### config.mk
export PLATFORM = sky130hd
export DESIGN_NAME = ile_cell
export DESIGN_NICKNAME = d
export VERILOG_FILES = /design/src/sv/ile_pkg.sv /design/src/sv/ile_cell.sv
export SDC_FILE = /design/constraint.sdc
export NUM_CORES = 1
export LEC_CHECK = 0
export BUFFER_PORTS_ARGS = -buffer_cell sky130_fd_sc_hd__buf_2
export CORE_MARGIN = 10
export CORE_UTILIZATION = 44
export CTS_CLUSTER_SIZE = 30
export DETAILED_ROUTE_END_ITERATION = 8
export GPL_TIMING_DRIVEN = 0
export PLACE_DENSITY = 0.86
export REMOVE_ABC_BUFFERS = 1
export SETUP_SLACK_MARGIN = 0.05
export SYNTH_ARGS = -nofsm -noshare
export SYNTH_HDL_FRONTEND = slang
export SYNTH_SLANG_ARGS = --single-unit
export TNS_END_PERCENT = 100
### constraint.sdc
create_clock -name aclk -period 5.91 [get_ports aclk]
set_clock_uncertainty 0.05 [all_clocks]
set_input_delay 0.8865 -clock aclk [delete_from_list [all_inputs] [get_ports aclk]]
set_output_delay 0.8865 -clock aclk [all_outputs]
set_load 0.02 [all_outputs]
### src/sv/ile_pkg.sv
package ile_pkg;

    // Field widths of the stream beats
    localparam int KIND_W    = 4;
    localparam int POS_W     = 8;
    localparam int IN_DATA_W = 32;
    localparam int OUT_DATA_W = 32;
    localparam int STATUS_W  = 2;
    localparam int COUNT_W   = 9;
    localparam int S_TDATA_W = 48;
    localparam int M_TDATA_W = 48;

    // Widest cell index the row supports (capacity up to 4096)
    localparam int IDX_MAX_W = 12;

    typedef enum logic [KIND_W-1:0] {
        KIND_PUSH_FRONT = 4'd0,
        KIND_PUSH_BACK  = 4'd1,
        KIND_POP_FRONT  = 4'd2,
        KIND_POP_BACK   = 4'd3,
        KIND_INSERT     = 4'd4,
        KIND_DELETE     = 4'd5,
        KIND_READ       = 4'd6,
        KIND_WRITE      = 4'd7,
        KIND_READ_FRONT = 4'd8,
        KIND_READ_BACK  = 4'd9
    } kind_t;

    typedef enum logic [STATUS_W-1:0] {
        STATUS_OK    = 2'd0,
        STATUS_EMPTY = 2'd1,
        STATUS_RANGE = 2'd2,
        STATUS_FULL  = 2'd3
    } status_t;

    // What every cell of the row does on the next edge
    typedef enum logic [1:0] {
        CELL_HOLD       = 2'd0,
        CELL_SHIFT_UP   = 2'd1,
        CELL_SHIFT_DOWN = 2'd2,
        CELL_WRITE      = 2'd3
    } cell_op_t;

    typedef struct packed {
        cell_op_t               op;
        logic [IDX_MAX_W-1:0]   idx;
    } cell_ctl_t;

    typedef enum logic [1:0] {
        ST_IDLE  = 2'd0,
        ST_WAIT  = 2'd1,
        ST_APPLY = 2'd2
    } state_t;

endpackage

### src/sv/ile_cell.sv
module ile_cell #(
    parameter int DATA_WIDTH = 32,
    parameter int INDEX      = 0
) (
    input  logic                    aclk,
    input  ile_pkg::cell_ctl_t      ctl,
    input  logic [DATA_WIDTH-1:0]   load_word,
    input  logic [DATA_WIDTH-1:0]   prev_word,
    input  logic [DATA_WIDTH-1:0]   next_word,
    output logic [DATA_WIDTH-1:0]   word
);
    import ile_pkg::*;

    localparam logic [IDX_MAX_W-1:0] MY_IDX = IDX_MAX_W'(INDEX);

    logic [DATA_WIDTH-1:0] word_reg;
    logic [DATA_WIDTH-1:0] word_next;

    // Take the neighbor's word or the new word depending on the broadcast op
    always_comb begin
        word_next = word_reg;
        case (ctl.op)
            CELL_SHIFT_UP: begin
                if (MY_IDX > ctl.idx) begin
                    word_next = prev_word;
                end else if (MY_IDX == ctl.idx) begin
                    word_next = load_word;
                end
            end
            CELL_SHIFT_DOWN: begin
                if (MY_IDX >= ctl.idx) begin
                    word_next = next_word;
                end
            end
            CELL_WRITE: begin
                if (MY_IDX == ctl.idx) begin
                    word_next = load_word;
                end
            end
            default: word_next = word_reg;
        endcase
    end

    always_ff @(posedge aclk) begin
        word_reg <= word_next;
    end

    assign word = word_reg;

endmodule

==> impl_metrics.prom <==
# TYPE chip_impl_metric gauge
chip_impl_info{name="dominant_combinational_cell_family_by_area_after_synthesis",value="compound AO/OA/AOI/OAI gates"} 1
chip_impl_metric{name="yosys_register_bits",unit=""} 32
chip_impl_metric{name="post_drt_via_cell_ratio",unit=""} 5.92
chip_impl_metric{name="hold_path_depth",unit=""} 2
chip_impl_metric{name="cts_buffers",unit=""} 5
chip_impl_metric{name="cts.hold.buffers_added",unit=""} 0
chip_impl_metric{name="grt_start_max_net_pins",unit=""} 41
chip_impl_metric{name="fin_crit",unit="ps"} 3010
chip_impl_metric{name="via_count_of_the_first_global_routing_pass",unit=""} 2066
chip_impl_metric{name="grt_antenna_before_repair",unit=""} 0
chip_impl_info{name="hold_end",value="word[21]"} 1
chip_impl_metric{name="synth_fa_ha_area_frac",unit=""} 0
chip_impl_metric{name="cts-resized-gates",unit=""} 0
chip_impl_metric{name="worstPathArrival",unit="ps"} 2870
chip_impl_metric{name="reg2regPathDepth",unit=""} 2
chip_impl_metric{name="area_fraction_in_and_or_nand_and_nor_cells_after_synthesis",unit=""} 0.196
chip_impl_metric{name="design.final.nets",unit=""} 401
chip_impl_metric{name="ys_warn_count",unit=""} 0
chip_impl_info{name="timing.rr.end",value="word[10]"} 1
chip_impl_metric{name="wire_length_of_the_first_global_routing_pass",unit="mm"} 10.2
chip_impl_metric{name="core_area",unit="um2"} 4350
chip_impl_metric{name="post_cts_buffers",unit=""} 0
chip_impl_info{name="critical_path.slowest_cell",value="sky130_fd_sc_hd__nor4_4"} 1
chip_impl_metric{name="synth.cell_area",unit="um2"} 1990
chip_impl_info{name="clk_root_buffer_cell",value="sky130_fd_sc_hd__clkbuf_8"} 1
chip_impl_metric{name="synth.yosys.seq_area_share",unit=""} 0.484
chip_impl_metric{name="gr-usage-all-layers",unit=""} 0.165
chip_impl_metric{name="insertion_delay",unit="ps"} 280
chip_impl_metric{name="grt_remaining_overflow",unit=""} 0
chip_impl_info{name="min-delay-start",value="word[21]"} 1
chip_impl_metric{name="finalWorstSetupSlack",unit="ps"} 2900
chip_impl_metric{name="ys_types",unit=""} 15
chip_impl_metric{name="leakage",unit="uW"} 0.000989
chip_impl_metric{name="wl_per_cell",unit="um"} 19.5
chip_impl_metric{name="remaining_drc_errors",unit=""} 0
chip_impl_metric{name="post-synth-top-area-fraction",unit=""} 0.484
chip_impl_info{name="final_common_cell",value="sky130_fd_sc_hd__buf_2"} 1
chip_impl_metric{name="total_power",unit="uW"} 553
chip_impl_metric{name="required",unit="ps"} 5770
chip_impl_info{name="r2r-start",value="word[10]"} 1
chip_impl_metric{name="slowest_delay",unit="ps"} 900
chip_impl_metric{name="synth_xor_xnor_area_share",unit=""} 0
chip_impl_metric{name="netlist_instances",unit=""} 196
chip_impl_metric{name="synth.avg_cell_area",unit="um2"} 10.1
chip_impl_metric{name="slew_violations",unit=""} 0
chip_impl_info{name="holdCritPathClass",value="reg2reg"} 1
chip_impl_metric{name="dp_slack",unit="ps"} 2090
chip_impl_metric{name="clock_tree_sinks",unit=""} 32
chip_impl_metric{name="fmax",unit="GHz"} 0.332
chip_impl_metric{name="vdd.ir_drop.worst",unit="mV"} 0.144
chip_impl_metric{name="routabilityCongestion",unit=""} 0.744
chip_impl_info{name="tritoncts",value="done"} 1
chip_impl_info{name="rsz0062_at_grt",value="no"} 1
chip_impl_metric{name="report.final.setup_viol",unit=""} 0
chip_impl_metric{name="synth_compound_area_frac",unit=""} 0.227
chip_impl_metric{name="drt_first_iter_violations",unit=""} 204
chip_impl_metric{name="post_synth_mux_area_share",unit=""} 0
chip_impl_metric{name="cp_max_fo",unit=""} 32
chip_impl_metric{name="drt.antenna.violating_nets",unit=""} 0
chip_impl_metric{name="timing.slew.headroom",unit=""} 0.163
chip_impl_metric{name="power_density_of_the_placed_cells",unit="nW/um2"} 213
chip_impl_metric{name="die_height",unit="um"} 87.2
chip_impl_metric{name="max_cap_violations",unit=""} 0
chip_impl_metric{name="largest_register_ff_count",unit=""} 32
chip_impl_metric{name="io_buffer_count",unit=""} 110
chip_impl_metric{name="floorplan.die_area",unit="um2"} 7600
chip_impl_metric{name="finalSetupTns",unit="ps"} 0
chip_impl_metric{name="cts-htree-levels",unit=""} 2
chip_impl_info{name="timing_worst_setup_path_type",value="in2reg"} 1
chip_impl_metric{name="initial_utilization",unit=""} 0.456
chip_impl_metric{name="floorplan.die.width",unit="um"} 87.2
chip_impl_metric{name="report.final.hold_viol_count",unit=""} 0
chip_impl_metric{name="worst_slew_pin_slew",unit="ps"} 1260
chip_impl_metric{name="flow.area_growth_from_synthesis",unit="%"} 30.9
chip_impl_metric{name="final_routed_wirelength_across_all_metal_layers",unit="mm"} 6.66
chip_impl_metric{name="layout-drive-gt1-share",unit=""} 0.434
chip_impl_info{name="start_kind",value="input pin"} 1
chip_impl_info{name="status",value="complete, no violations"} 1
chip_impl_info{name="timing.critical_path.to_type",value="register"} 1
chip_impl_metric{name="io_pins",unit=""} 143
chip_impl_info{name="yosys-top-cells-area",value="sky130_fd_sc_hd__edfxtp_1 48%, sky130_fd_sc_hd__o31ai_1 12%, sky130_fd_sc_hd__a31oi_1 10%"} 1
chip_impl_metric{name="placementRows",unit=""} 24
chip_impl_metric{name="detailedPlacementHpwl",unit="mm"} 4.71
chip_impl_info{name="yosys.area.top_type",value="sky130_fd_sc_hd__edfxtp_1"} 1
chip_impl_metric{name="cts_max_path_buffers",unit=""} 2
chip_impl_info{name="startpoint",value="ctl[10]"} 1
chip_impl_metric{name="clk_pin_slew",unit="ps"} 70
chip_impl_metric{name="regToRegSetupSlack",unit="ps"} 4940
chip_impl_info{name="critical_path.cell_chain",value="buf_2 -> nor4_4 -> buf_8 -> a41o_2"} 1
chip_impl_metric{name="antenna-diode-count",unit=""} 0
chip_impl_metric{name="post-route-period-util",unit=""} 0.510
chip_impl_metric{name="detailroute.via_count",unit=""} 2026
chip_impl_metric{name="detail_route.first_pass.iterations",unit=""} 4
[cells by family (layout without fill, tap and decap cells)]
group | after synthesis | in the layout
simple gates | 71 | 71
flops | 32 | 32
buf+inv | 28 | 122
compound gates | 65 | 65
[through the flow]
step           cells  area, um2  hold slack (ps)  utilization
4_1_cts          342       2600              628        0.597
3_5_place_dp     335       2520              610        0.579
6_report         342       2600              633        0.597
2_1_floorplan    168       1800              720            -
3_3_place_gp     330       2420              579        0.555
5_1_grt          342       2600              672        0.597
[area by class of cell]
type	instances	area, um2
Timing Repair Buffer	115	627
Fill cell	391	1750
Tap cell	52	65.1
Clock inverter	2	7.51
Sequential cell	32	961
Clock buffer	5	68.8
Multi-Input combinational cell	136	871
[per-layer routing]
metal | global-route usage | routed length (um) | vias to the layer above
met1 | 0.196 | 2750 | 924
met3 | 0.0684 | 664 | 6
li1 | - | - | 994
met5 | 0 | 0 | -
met2 | 0.268 | 3200 | 102
met4 | 0.0406 | 50 | 0
[synthesized netlist by cell type, drive strengths merged]
library cell  instances
nor4                  3
edfxtp               32
a41o                  1
o31ai                32
nand2b                1
nand4                32
a31oi                32
or4                   3
clkbuf                7
buf                  21
nor2                 32
[critical path, delay by kind of cell]
| family | cells | cell delay, ps |
|---|---|---|
| buffers and inverters | 2 | 370 |
| AND/OR/NAND/NOR | 1 | 900 |
| AO/OA/AOI/OAI | 1 | 700 |
[where the power goes]
group	leakage, uW	switching [uW]	internal [uW]	total (uW)
Combinational	0.000642	71.4	47.7	119
Clock	0.0000391	76.9	77.6	154
Sequential	0.000307	7.63	272	279
[worst max-delay path by stage]
stage / endpoint
after global placement: word[25]
after global routing: word[2]
final: word[22]
after CTS: word[27]
after floorplan: word[0]
after detailed placement: word[26]
Power figures use the tool's default switching activity.
